**config.mk**
```make
export PLATFORM = sky130hd
export DESIGN_NAME = prefix_failure_substring_search_core
export DESIGN_NICKNAME = d
export VERILOG_FILES = /design/src/hdl/psss_pkg.sv /design/src/hdl/psss_front.sv /design/src/hdl/psss_back.sv /design/src/hdl/prefix_failure_substring_search_core.sv
export SDC_FILE = /design/constraint.sdc
export NUM_CORES = 1
export LEC_CHECK = 0
export BUFFER_PORTS_ARGS = -buffer_cell sky130_fd_sc_hd__buf_2
export CAP_MARGIN = 0
export CORE_ASPECT_RATIO = 1.2
export CORE_MARGIN = 4
export CORE_UTILIZATION = 40
export CTS_CLUSTER_SIZE = 28
export DETAILED_ROUTE_END_ITERATION = 12
export PLACE_DENSITY = 0.56
export SYNTH_ARGS = -nofsm -noshare
export SYNTH_HDL_FRONTEND = slang
export SYNTH_SLANG_ARGS = --single-unit
```
**constraint.sdc**
```tcl
create_clock -name clk -period 6.5 [get_ports clk]
set_input_delay 0.975 -clock clk [delete_from_list [all_inputs] [get_ports clk]]
set_output_delay 0.975 -clock clk [all_outputs]
set_load 0.01 [all_outputs]
```
**src/hdl/psss_pkg.sv**
```systemverilog
`default_nettype none
package psss_pkg;

  // fixed pattern storage of the block
  localparam int StoreBytes = 16;
  localparam int IdxBits    = 4;
  localparam int LenBits    = 5;

  // configuration register indexes
  localparam logic [1:0] REG_PAT_LOW  = 2'd0;
  localparam logic [1:0] REG_PAT_HIGH = 2'd1;
  localparam logic [1:0] REG_PAT_LEN  = 2'd2;

  typedef struct packed {
    logic [7:0] text_byte;
    logic       last;
  } in_t;

  typedef struct packed {
    logic        found;
    logic [15:0] start_index;
    logic        overflow;
  } out_t;

  typedef enum logic [1:0] {
    ST_IDLE,
    ST_BUILD,
    ST_SEARCH
  } back_state_t;

endpackage
`default_nettype wire

```
**src/hdl/psss_front.sv**
```systemverilog
`default_nettype none
module psss_front (
  input  wire logic          clk,
  input  wire logic          rst,
  input  wire logic          in_valid,
  output logic               in_stall,
  input  wire psss_pkg::in_t in_item,
  output logic               q_valid,
  output psss_pkg::in_t      q_item,
  input  wire logic          q_pop
);
  import psss_pkg::*;

  in_t        slots [2];
  logic       wr_ptr;
  logic       rd_ptr;
  logic [1:0] count;
  logic       push;

  // accept while a slot is free
  assign in_stall = (count == 2'd2);
  assign push     = in_valid && !in_stall;
  assign q_valid  = (count != 2'd0);
  assign q_item   = slots[rd_ptr];

  // queue pointers and fill count
  always_ff @(posedge clk) begin
    if (rst) begin
      wr_ptr <= 1'b0;
      rd_ptr <= 1'b0;
      count  <= 2'd0;
    end else begin
      if (push) wr_ptr <= !wr_ptr;
      if (q_pop) rd_ptr <= !rd_ptr;
      count <= count + {1'b0, push} - {1'b0, q_pop};
    end
  end

  // item storage
  always_ff @(posedge clk) begin
    if (push) slots[wr_ptr] <= in_item;
  end

endmodule
`default_nettype wire

```
**src/hdl/psss_back.sv**
```systemverilog
`default_nettype none
module psss_back #(
  parameter int POSITION_BITS = 16
) (
  input  wire logic                             clk,
  input  wire logic                             rst,
  input  wire logic [8*psss_pkg::StoreBytes-1:0] pattern,
  input  wire logic [psss_pkg::LenBits-1:0]     eff_len,
  input  wire logic                             cfg_write,
  input  wire logic                             q_valid,
  input  wire psss_pkg::in_t                    q_item,
  output logic                                  q_pop,
  output logic                                  out_valid,
  input  wire logic                             out_stall,
  output psss_pkg::out_t                        out_item
);
  import psss_pkg::*;

  localparam int PosW = POSITION_BITS + 1;
  localparam int SumW = (PosW > 16) ? PosW : 16;
  localparam logic [SumW-1:0] PosMax = {SumW{1'b1}} >> (SumW - POSITION_BITS);

  function automatic logic [7:0] pat_byte(input logic [8*StoreBytes-1:0] p,
                                          input logic [IdxBits-1:0] idx);
    pat_byte = p[8*idx +: 8];
  endfunction

  back_state_t          state, state_next;
  logic [IdxBits-1:0]   fail_tab [StoreBytes];
  logic [LenBits-1:0]   bi, bi_next;
  logic [LenBits-1:0]   bk, bk_next;
  logic [LenBits-1:0]   j, j_next;
  logic [LenBits-1:0]   matched, matched_next;
  logic [PosW-1:0]      tpos, tpos_next;
  logic                 reported, reported_next;
  logic                 tab_ready, tab_ready_next;
  logic                 out_valid_next;
  out_t                 out_item_next;

  logic [IdxBits-1:0]   rd_addr;
  logic [IdxBits-1:0]   tab_rd;
  logic                 tab_we;
  logic [IdxBits-1:0]   tab_waddr;
  logic [IdxBits-1:0]   tab_wdata;
  logic                 out_free;
  logic                 pj_eq;
  logic [LenBits-1:0]   j_adv;
  logic                 hit;
  logic [SumW-1:0]      start_w;
  logic [LenBits-1:0]   j_start;

  // single read port of the failure table
  assign rd_addr  = (state == ST_BUILD) ? (bk[IdxBits-1:0] - IdxBits'(1))
                                        : (j[IdxBits-1:0] - IdxBits'(1));
  assign tab_rd   = fail_tab[rd_addr];
  assign out_free = !out_valid || !out_stall;

  // search step values
  assign pj_eq   = (pat_byte(pattern, j[IdxBits-1:0]) == q_item.text_byte);
  assign j_adv   = j + {{(LenBits-1){1'b0}}, pj_eq};
  assign hit     = !reported && (j_adv >= eff_len);
  assign start_w = SumW'(tpos) + SumW'(1) - SumW'(eff_len);
  assign j_start = (matched >= eff_len) ? '0 : matched;

  // sequencer: table build, fallback walk and result
  always_comb begin
    state_next     = state;
    bi_next        = bi;
    bk_next        = bk;
    j_next         = j;
    matched_next   = matched;
    tpos_next      = tpos;
    reported_next  = reported;
    tab_ready_next = tab_ready;
    out_item_next  = out_item;
    out_valid_next = out_valid && out_stall;
    q_pop          = 1'b0;
    tab_we         = 1'b0;
    tab_waddr      = '0;
    tab_wdata      = '0;

    case (state)
      ST_IDLE: begin
        if (q_valid) begin
          if (!tab_ready) begin
            tab_we     = 1'b1;
            tab_waddr  = '0;
            tab_wdata  = '0;
            bi_next    = LenBits'(1);
            bk_next    = '0;
            state_next = ST_BUILD;
          end else begin
            j_next     = j_start;
            state_next = ST_SEARCH;
          end
        end
      end
      ST_BUILD: begin
        if (bi >= eff_len) begin
          tab_ready_next = 1'b1;
          j_next         = j_start;
          state_next     = ST_SEARCH;
        end else if (pat_byte(pattern, bi[IdxBits-1:0]) ==
                     pat_byte(pattern, bk[IdxBits-1:0])) begin
          tab_we    = 1'b1;
          tab_waddr = bi[IdxBits-1:0];
          tab_wdata = bk[IdxBits-1:0] + IdxBits'(1);
          bk_next   = bk + LenBits'(1);
          bi_next   = bi + LenBits'(1);
        end else if (bk != '0) begin
          bk_next = {1'b0, tab_rd};
        end else begin
          tab_we    = 1'b1;
          tab_waddr = bi[IdxBits-1:0];
          tab_wdata = '0;
          bi_next   = bi + LenBits'(1);
        end
      end
      ST_SEARCH: begin
        if (!reported && (j != '0) && !pj_eq) begin
          j_next = {1'b0, tab_rd};
        end else if (out_free) begin
          q_pop      = 1'b1;
          state_next = ST_IDLE;
          if (hit) begin
            out_valid_next = 1'b1;
            out_item_next.found = 1'b1;
            if (tpos[POSITION_BITS]) begin
              out_item_next.start_index = PosMax[15:0];
              out_item_next.overflow    = 1'b1;
            end else begin
              out_item_next.start_index = start_w[15:0];
              out_item_next.overflow    = 1'b0;
            end
            reported_next = 1'b1;
            matched_next  = '0;
          end else if (!reported) begin
            matched_next = j_adv;
          end
          if (!tpos[POSITION_BITS]) tpos_next = tpos + PosW'(1);
          if (q_item.last) begin
            if (!reported && !hit) begin
              out_valid_next            = 1'b1;
              out_item_next.found       = 1'b0;
              out_item_next.start_index = '0;
              out_item_next.overflow    = 1'b0;
            end
            matched_next  = '0;
            tpos_next     = '0;
            reported_next = 1'b0;
          end
        end
      end
      default: state_next = ST_IDLE;
    endcase

    // a register write forces a table rebuild
    if (cfg_write) begin
      tab_ready_next = 1'b0;
      matched_next   = '0;
    end
  end

  // control state
  always_ff @(posedge clk) begin
    if (rst) begin
      state     <= ST_IDLE;
      matched   <= '0;
      tpos      <= '0;
      reported  <= 1'b0;
      tab_ready <= 1'b0;
      out_valid <= 1'b0;
    end else begin
      state     <= state_next;
      matched   <= matched_next;
      tpos      <= tpos_next;
      reported  <= reported_next;
      tab_ready <= tab_ready_next;
      out_valid <= out_valid_next;
    end
  end

  // working registers and result payload
  always_ff @(posedge clk) begin
    bi       <= bi_next;
    bk       <= bk_next;
    j        <= j_next;
    out_item <= out_item_next;
  end

  // failure table store
  always_ff @(posedge clk) begin
    if (tab_we) fail_tab[tab_waddr] <= tab_wdata;
  end

endmodule
`default_nettype wire

```
**src/hdl/prefix_failure_substring_search_core.sv**
```systemverilog
`default_nettype none
// Streaming first-occurrence search for a pattern of 1 to 16 bytes, one text byte
// per item, built on the prefix-failure (KMP) method. Items land in a two-entry
// queue and a sequencer works them off one at a time: a text byte passes the idle
// state and then the search state, which repeats once for each fallback step
// through the failure table and waits while the result output is stalled. Before
// the first byte after reset or a register write the table is rebuilt from the
// pattern. At most one result per text: found with the start index when the
// pattern first completes, or not found on the byte marked last. Registers sit on
// APB at byte offsets 0, 8 and 16 (64-bit data); the user must write them only
// while the block is idle, which the block itself does not enforce.
module prefix_failure_substring_search_core #(
  parameter int MAX_PATTERN   = 16,
  parameter int POSITION_BITS = 16
) (
  input  wire logic           clk,
  input  wire logic           rst,
  input  wire logic           psel,
  input  wire logic           penable,
  input  wire logic           pwrite,
  input  wire logic [4:0]     paddr,
  input  wire logic [63:0]    pwdata,
  output logic [63:0]         prdata,
  output logic                pready,
  input  wire logic           in_valid,
  output logic                in_stall,
  input  wire psss_pkg::in_t  in_item,
  output logic                out_valid,
  input  wire logic           out_stall,
  output psss_pkg::out_t      out_item
);
  import psss_pkg::*;

  localparam int LenLimit = (MAX_PATTERN < StoreBytes) ? MAX_PATTERN : StoreBytes;

  logic [63:0]        pat_low;
  logic [63:0]        pat_high;
  logic [LenBits-1:0] pat_len;
  logic [LenBits-1:0] eff_len;
  logic [1:0]         reg_idx;
  logic               wr_en;
  logic               cfg_write;
  logic               q_valid;
  in_t                q_item;
  logic               q_pop;

  // register access decode
  assign pready    = 1'b1;
  assign reg_idx   = paddr[4:3];
  assign wr_en     = psel && penable && pwrite;
  assign cfg_write = wr_en && ((reg_idx == REG_PAT_LOW) || (reg_idx == REG_PAT_HIGH) ||
                               (reg_idx == REG_PAT_LEN));

  // configuration registers
  always_ff @(posedge clk) begin
    if (rst) begin
      pat_low  <= '0;
      pat_high <= '0;
      pat_len  <= LenBits'(1);
    end else if (wr_en) begin
      case (reg_idx)
        REG_PAT_LOW:  pat_low  <= pwdata;
        REG_PAT_HIGH: pat_high <= pwdata;
        REG_PAT_LEN:  pat_len  <= pwdata[LenBits-1:0];
        default: ;
      endcase
    end
  end

  // register read back
  always_comb begin
    case (reg_idx)
      REG_PAT_LOW:  prdata = pat_low;
      REG_PAT_HIGH: prdata = pat_high;
      REG_PAT_LEN:  prdata = {{(64-LenBits){1'b0}}, pat_len};
      default:      prdata = '0;
    endcase
  end

  // pattern length in use, clamped to one and to the storage
  always_comb begin
    if (pat_len == '0) eff_len = LenBits'(1);
    else if (pat_len > LenBits'(LenLimit)) eff_len = LenBits'(LenLimit);
    else eff_len = pat_len;
  end

  psss_front u_front (
    .clk      (clk),
    .rst      (rst),
    .in_valid (in_valid),
    .in_stall (in_stall),
    .in_item  (in_item),
    .q_valid  (q_valid),
    .q_item   (q_item),
    .q_pop    (q_pop)
  );

  psss_back #(
    .POSITION_BITS (POSITION_BITS)
  ) u_back (
    .clk       (clk),
    .rst       (rst),
    .pattern   ({pat_high, pat_low}),
    .eff_len   (eff_len),
    .cfg_write (cfg_write),
    .q_valid   (q_valid),
    .q_item    (q_item),
    .q_pop     (q_pop),
    .out_valid (out_valid),
    .out_stall (out_stall),
    .out_item  (out_item)
  );

endmodule
`default_nettype wire

```
## After elaboration in Yosys (flattened, before gate mapping)

Memory sizes are Yosys's and may differ from the RTL's. A register that Yosys moved wholly into a read port is not among the register bits.
Index checks and enable logic that the tools add are counted.

- $add $sub $neg: 10
- Magnitude comparators: 4
- Eq/ne operators: 19
- Shifts and indexed selects: 3
- Mux-type cells: 67
- Bitwise operators: 1
- Reduce and logical (&&, ||, !) cells: 42

Operators by type and width:

| kind | count |
|---|---|
| variable part select 128 x 8 -> 8 bit | 3 |
| one-hot mux 64 bit (3 select lines) | 1 |
| 2-to-1 mux 5 bit | 20 |
| 2-to-1 mux 18 bit | 3 |
| 2-to-1 mux 17 bit | 3 |
| 2-to-1 mux 4 bit | 8 |
| 2-to-1 mux 1 bit | 22 |
| one-hot mux 5 bit (2 select lines) | 2 |
| adder 17 x 1 -> 17 bit (second input constant) | 1 |
| equality test 8 bit | 2 |
| AND reduction 4 bit | 4 |
| subtractor 16 x 5 -> 16 bit | 1 |
| greater-or-equal comparator 5 bit | 3 |
| one-hot mux 5 bit (3 select lines) | 1 |
| AND reduction 5 bit | 3 |
| != test 2 bit (second input constant) | 6 |
| adder 5 x 1 -> 5 bit (second input constant) | 2 |
| 2-to-1 mux 2 bit | 5 |
| nonzero test 5 bit | 2 |
| logical AND 1 bit | 9 |
| != test 3 bit (second input constant) | 3 |
| zero test 1 bit | 8 |
| AND reduction 2 bit | 4 |
| subtractor 4 x 1 -> 4 bit (second input constant) | 2 |
| 18 further kinds | 28 |

- Bits in registers: 197
- Bits in writable memories: 82
- Input bits: 85
- Output and inout bits: 85
- Logic and storage cells: 167
- Memories: 2

Memories:

| name | words | width | read ports | clocked after Yosys merged registers in | write ports | line | RTL |
|---|---|---|---|---|---|---|---|
| u_back.fail_tab | 16 | 4 | 1 | 0 | 1 | psss_back.sv:29 | `logic [IdxBits-1:0] fail_tab [StoreBytes];` |
| u_front.slots | 2 | 9 | 1 | 1 | 1 | psss_front.sv:14 | `in_t slots [2];` |

## Depth between registers and ports, before layout

Gate-level depths: netlist of the first run.

- Word-level depth: 12
- Depth in mapped cells: 22
- Depth with buffers taken out: 19

## Modules after synthesis

A second synthesis of the first run with hierarchy kept.

- Cell total of the unflattened synthesis: 1552
- Area total of the unflattened synthesis: 17285.3 um^2

Modules (own cells, without submodules):

| module | times used | cells each | area an instance (um^2) | sequential area each (um^2) |
|---|---|---|---|---|
| psss_back | 1 | 832 | 9859.5 | 3453.3 |
| prefix_failure_substring_search_core | 1 | 667 | 6552.5 | 2662.6 |
| psss_front | 1 | 53 | 873.3 | 640.6 |

## Worst setup path before layout of the first run

No wires, ideal clock.

- Path type: reg-to-reg
- Start: register with a tool-made name
- End: register u_back.out_item[10] (netlist name)
- Setup time: 0.270 ns
- Data arrival time: 4.209 ns
- Data required time: 6.230 ns
- Path slack: 2.021 ns
- Cell stages (with the launch flop): 18
- Path buffers: 2
- Clock period less this slack: 4.479 ns
- Path through: dfxtp_1 > clkbuf_1 > mux2i_1 > nor2_1 > a2111o_1 > a22oi_1 > nand4_1 > inv_1 > ha_1 > ha_1 > ha_1 > a21o_1 > a21o_1 > a21o_1 > a21o_1 > nor3_1 > clkbuf_1 > nor3_1

## Worst setup path in the final report of the first run

- Start: register u_back.j[0]
- End: register u_back.out_item[6] (netlist name)

- Cells in the longest elaborated chain, start to end: 9
- Elaborated cells on any way between the ends: 10
- Those cells by class: 1 x add/sub; 1 x order compare; 1 x eq/ne; 1 x shift; 3 x mux; 3 x reduce/logical

RTL lines:

| what | line | RTL |
|---|---|---|
| start: declaration | psss_back.sv:32 | `logic [LenBits-1:0] j, j_next;` |
| start signal: assignment | psss_back.sv:187 | `j <= j_next;` |
| variable part select 128 x 8 -> 8 bit | psss_back.sv:25 | `pat_byte = p[8*idx +: 8];` |
| equality test 8 bit | psss_back.sv:59 | `assign pj_eq = (pat_byte(pattern, j[IdxBits-1:0]) == q_item.text_byte);` |
| adder 5 x 1 -> 5 bit * | psss_back.sv:60 | `assign j_adv = j + {{(LenBits-1){1'b0}}, pj_eq};` |
| greater-or-equal comparator 5 bit * | psss_back.sv:61 | `assign hit = !reported && (j_adv >= eff_len);` |
| logical AND 1 bit * | psss_back.sv:61 |  |
| zero test 1 bit | psss_back.sv:142 | `if (!reported && !hit) begin` |
| logical AND 1 bit | psss_back.sv:142 |  |
| 2-to-1 mux 18 bit | psss_back.sv:142 |  |
| 2-to-1 mux 18 bit * | psss_back.sv:141 | `if (q_item.last) begin` |

Mark *: on every way between the ends. The rest lies on a longest branch, timed or not.
A chain may end at the register's enable or synchronous reset.

==> results.ini, run 1 <==
[outcome]
status=finished clean

[logic_synthesis]
synth.area.top_cells=edfxtp_1, dfxtp_1, mux4_2
synthCells=1598
yosysTopAreaCell=edfxtp_1
yosysSeqAreaShare_pct=41.6
synthFlopType=dfxtp_1
async_reset_ff_share_pct=0
ys_types=62
syn_avg_cell_area_um2=10.2
synth_edf_count=115
ys_seq_elements=280
ys_warn_count=0
synthesis.nets=1713
netlist_area_um2=16200
synth_top_area_share_pct=21.3

[power_and_ir_drop]
power_leakage_nw=6.65
power_mw=4.82
peakVddDrop_mv=0.180
p_comb_share_pct=22.8
p_int_mw=3.35
swShare_pct=30.5
seqPwrFrac_pct=41.7
p_per_area_nw_per_um2=263
clkPwrFrac_pct=35.4
p_switching_mw=1.47

[timing]
fin_crit_ps=5540
max_freq_ghz=0.180
finalSetupTns_ps=0
hold_viol=0
drv_slew=0
fin_skew_ps=22.2
finalSetupViolations=0
grt_setup_unrepaired=false
max-slew-margin-rel_pct=21.3
finalCritPeriodShare_pct=85.3
worst_pin_slew_ps=1180

[floorplanning]
fp.coreArea_um2=39900
start_util_pct=40.6
die_area_um2=43900
die_w_um=192
ios=170
rows=80
dieHeight_um=229

[drt]
wl_mm=50.1
drc=0
antenna_left=0
firstDrtPassIters=6
drtIter0Drc=902
via_count=12900
vias_per_cell=5.72
wire_per_inst_um=22.2

[setup_path]
cp.arrival_ps=5960
worstPathRequired_ps=6920
crit_slowest_cell=edfxtp_1
critPathKind=flip-flop to flip-flop
cp_cell_sequence=buf_4, buf_4, mux4_2, mux2i_1, xor2_1, o31a_1, nor2_1, nand4_1, inv_1, ha_1, ha_1, ha_1, a21o_1, a21o_1, a21o_1, a21o_1, nand2_1, nor3_1, nor3_1
slowest_delay_ps=680
path_buf_inv=3
rr_startpoint=u_back.j[0]
cp_top_family=simple AND/OR/NAND/NOR gates
startpoint_type=flip-flop
cp_max_fo=20
startpoint=u_back.j[0]
end_kind=flip-flop
crit_top_cell=a21o_1

[cts]
clock_latency_ps=580
post_cts_buffers=0
post_cts_resized=0
clock_sink_count=280
htreeDepth=1
cts-root-buf=clkbuf_16
cts_buffer_depth=3
cts_tree=yes
cts_made_buffers=30
cts.clk_slew.worst_paths_ps=60
ctsHoldBuffers=0

[placed_design]
dpl.hpwl_mm=35.7
portBuffers=165
gp_congestion=0.929

[hold_path]
min_from=u_back.tab_ready
hold_path_class=flip-flop to flip-flop

[flow_run]
drv_cap=0

[global_routing]
grt_usage_pct=22.5
grt_pass1_vias=12900
antenna_found_initial=0
grt_max_degree=81
overflow=0
grt_pass1_wl_mm=77.3

[layout]
synthToLayoutAreaGrowth_pct=13.2
final_cell_mix=nand2_1, dfxtp_1, buf_2
layout_commonest_cell=nand2_1
nFillCells=3809
drive_gt1_share_pct=21.9
fin_nets=1811

## flip-flops by register name, indices dropped and copies added, names as in the netlist, 2 cells and up, named ones only
register,count
u_back.j,5
u_back.fail_tab,64
u_back.state,2
pat_len,5
u_front.count,2
u_back.bk,5
pat_low,64
u_back.bi,5
u_front.slots,18
u_back.tpos,17
u_back.out_item,17
u_back.matched,5
pat_high,64
## final cells by class
type / count / area (µm²) / share of cell area [%]
diodes: 1 / 2.50 / 0.0136
clock buffers: 44 / 895 / 4.87
clock inverters: 12 / 86.3 / 0.470
inverters: 26 / 97.6 / 0.531
multi-input cells: 1169 / 8850 / 48.2
flip-flops and latches: 280 / 6760 / 36.8
well taps: 533 / 667 / 3.63
repair buffers: 189 / 1010 / 5.50
## power by group through the flow
stage,registers [mW],logic (mW),clock network (mW)
floorplan,1.98,0.864,0
global placement,2.05,1.10,0
detailed placement,2.05,1.11,0
CTS,2.01,1.11,1.74
global route,2.02,1.20,1.82
finish,2.01,1.10,1.71
## cell usage after synthesis, types with 27 or more instances
cell type / n
xnor2_1: 33
xor2_1: 27
ha_1: 29
mux2i_1: 118
edfxtp_1: 115
clkbuf_1: 87
nor3_1: 48
a21oi_1: 155
o21ai_0: 27
nand3_1: 31
dfxtp_1: 165
mux4_2: 119
nor2_1: 131
nand2_1: 302
## worst register-to-register path, stage by stage (launching register included)
cell      delay [ps]
edfxtp_1         680
buf_4            370
buf_4            210
mux4_2           570
mux2i_1          190
xor2_1            90
o31a_1           250
nor2_1           100
nand4_1          350
inv_1            170
ha_1             190
ha_1             250
ha_1             280
a21o_1           160
a21o_1           180
a21o_1           170
a21o_1           240
nand2_1          590
nor3_1           140
nor3_1           220
## worst paths after layout
kind | slack [ps] | endpoint | cells past startpoint
worst min register to register | 470 | u_back.tab_ready | 1
worst max-delay path | 960 | u_back.out_item[6] | 19
worst max register to register | 960 | u_back.out_item[6] | 19
worst min-delay path | 470 | u_back.tab_ready | 1
## through the flow
| stage | cells | cell area, µm² | setup WS (ps) | hold slack (ps) | util (%) |
|---|---|---|---|---|---|
| floorplan | 1598 | 16200 | 2020 | 441 | - |
| detailed placement | 2197 | 17400 | 1030 | 460 | 43.5 |
| global route | 2253 | 18400 | 547 | 505 | 46.0 |
| global placement | 2197 | 17400 | 1060 | 450 | 43.5 |
| finish | 2254 | 18400 | 955 | 475 | 46.0 |
| CTS | 2253 | 18400 | 970 | 476 | 46.0 |
## logic make-up (layout without fill, tap and decap cells)
family	count (synthesis)	in the layout	share of synthesized area (%)
compound gates	254	254	9.26
xor+xnor	60	60	3.24
fa+ha+maj	30	30	2.36
buf+inv	149	271	3.89
flops	280	280	41.6
mux	243	243	24.2
other cells	1	2	0.0231
simple gates	581	581	15.4
## routing by layer
metal | share of wire, % | GRT usage [%] | wire, µm
met1 | 40 | 28.3 | 19900
met2 | 51 | 39.1 | 25600
met3 | 5.4 | 2.95 | 2700
met4 | 4.1 | 8.78 | 2040
met5 | 0 | 0 | 0
No activity file was read; power rests on OpenSTA's default activity.
==> run 2: changes to the inputs <==
- clock period: 6.5 -> 6.85 ns (I/O delays scaled with it)
==> results.ini, run 2 (synthesis results as in run 1) <==
[floorplanning]
dieHeight_um=229
fp.coreArea_um2=39900
rows=80
ios=170
die_w_um=192
die_area_um2=43900
start_util_pct=40.6

[timing]
hold_viol=0
fin_crit_ps=5530
finalSetupTns_ps=0
drv_slew=0
grt_setup_unrepaired=false
worst_pin_slew_ps=1140
max_freq_ghz=0.181
max-slew-margin-rel_pct=23.7
finalCritPeriodShare_pct=80.7
fin_skew_ps=15.4
finalSetupViolations=0
whs_ps=480

[cts]
clock_sink_count=280
post_cts_buffers=0
cts_buffer_depth=3
cts.clk_slew.worst_paths_ps=60
post_cts_resized=0
clock_latency_ps=570
cts-root-buf=clkbuf_16
htreeDepth=1
ctsHoldBuffers=0
cts_tree=yes
cts_made_buffers=30

[setup_path]
r2r_end=u_back.out_item[5]
r2r_setup_slack_ps=1320
reg2regPathDepth=18
cp_cell_sequence=buf_4, mux4_2, mux2i_1, xor2_1, a2111o_1, a22oi_1, nand4_1, inv_1, ha_1, ha_1, ha_1, a21o_1, a21o_1, a21o_1, a21o_1, nand2_1, nor3_1, nor3_1
crit_top_cell=a21o_1
slowest_delay_ps=1100
cp.arrival_ps=5940
worstPathRequired_ps=7260
crit_slowest_cell=edfxtp_1
critPathKind=flip-flop to flip-flop
cp_max_fo=21
startpoint_type=flip-flop
end_kind=flip-flop
rr_startpoint=u_back.j[2]

[global_routing]
grtUsageMet2_pct=38.5
grt_pass1_vias=12800
overflow=0
grt_pass1_wl_mm=76.3
globalRoute.busiestLayer=met2
grt_max_degree=93
grt.met1_usage_pct=28.5
antenna_found_initial=0
grt_use_met3_pct=2.35
grt_usage_pct=22.2

[flow_run]
drv_cap=0

[layout]
finalInstanceArea_um2=18400
nFillCells=3812
top_regs=pat_high: 64 flops, pat_low: 64 flops, u_back.fail_tab: 64 flops
synthToLayoutAreaGrowth_pct=13.4
drive_gt1_share_pct=22.2
final-seq-area_um2=6760
fin_nets=1809
final_cell_mix=nand2_1, dfxtp_1, buf_2
layout_commonest_cell=nand2_1
multi_input_area_um2=8850
n_antenna_cell=0

[drt]
firstDrtPassIters=5
via_count=12800
wire_per_inst_um=22.2
vias_per_cell=5.71
drc=0
antenna_left=0
drtIter0Drc=832
wl_mm=49.9

[placed_design]
placed_area_um2=17400
gp_congestion=0.924
portBuffers=165
dpl.hpwl_mm=35.4

[outcome]
status=finished clean

[hold_path]
min_from=u_back.tab_ready
whs_path_depth=1
hold_path_class=flip-flop to flip-flop
hold_end=u_back.tab_ready

[power_and_ir_drop]
peakVddDrop_mv=0.238
power_mw=4.60
power_leakage_nw=6.67
p_per_area_nw_per_um2=250

[run 2: worst max-delay path by stage]
stage | start | slack, ps | cells past startpoint | endpoint
CTS | u_back.j[2] | 1390 | 18 | u_back.out_item[13]
finish | u_back.j[2] | 1320 | 18 | u_back.out_item[5]
detailed placement | u_back.j[2] | 1430 | 18 | u_back.out_item[13]
global placement | u_back.j[2] | 1460 | 18 | u_back.out_item[14]
global route | u_back.j[2] | 1030 | 18 | u_back.out_item[13]
floorplan | flip-flop | 2370 | 17 | u_back.out_item[10]
[run 2: per-stage QoR]
step / utilization [%] / instances / setup slack [ps]
3_5_place_dp: 43.5 / 2195 / 1430
3_3_place_gp: 43.5 / 2195 / 1460
2_1_floorplan: - / 1598 / 2370
4_1_cts: 46.0 / 2251 / 1390
6_report: 46.0 / 2251 / 1320
5_1_grt: 46.0 / 2251 / 1030
[run 2: cell type report]
class / count / area share [%]
clock buffer: 36 / 4.60
timing repair buffer: 187 / 5.48
multi-input combinational: 1169 / 48.1
sequential: 280 / 36.7
inverter: 26 / 0.531
clock inverter: 20 / 0.891
tap: 533 / 3.63
[run 2: routing by layer]
| metal | part of all wire [%] | vias up |
|---|---|---|
| met4 | 4.5 | 0 |
| met1 | 40 | 6272 |
| met2 | 50 | 473 |
| met5 | 0 | - |
| met3 | 5.1 | 110 |
| li1 | - | 5990 |
[run 2: where the power goes]
| group | internal (mW) | switching [mW] |
|---|---|---|
| Combinational | 0.427 | 0.609 |
| Clock | 0.954 | 0.703 |
| Sequential | 1.82 | 0.0920 |
| Total | 3.20 | 1.40 |
[run 2: critical path, delay by kind of cell, from the launching register on]
| family | cells | cell delay, ps |
|---|---|---|
| AOI/OAI and AO/OA | 6 | 1260 |
| xor gates and xnor gates | 1 | 80 |
| adders and majority gates | 3 | 710 |
| buffers and inverters | 2 | 460 |
| DFF | 1 | 1100 |
| muxes | 2 | 480 |
| and+or+nand+nor | 4 | 1250 |
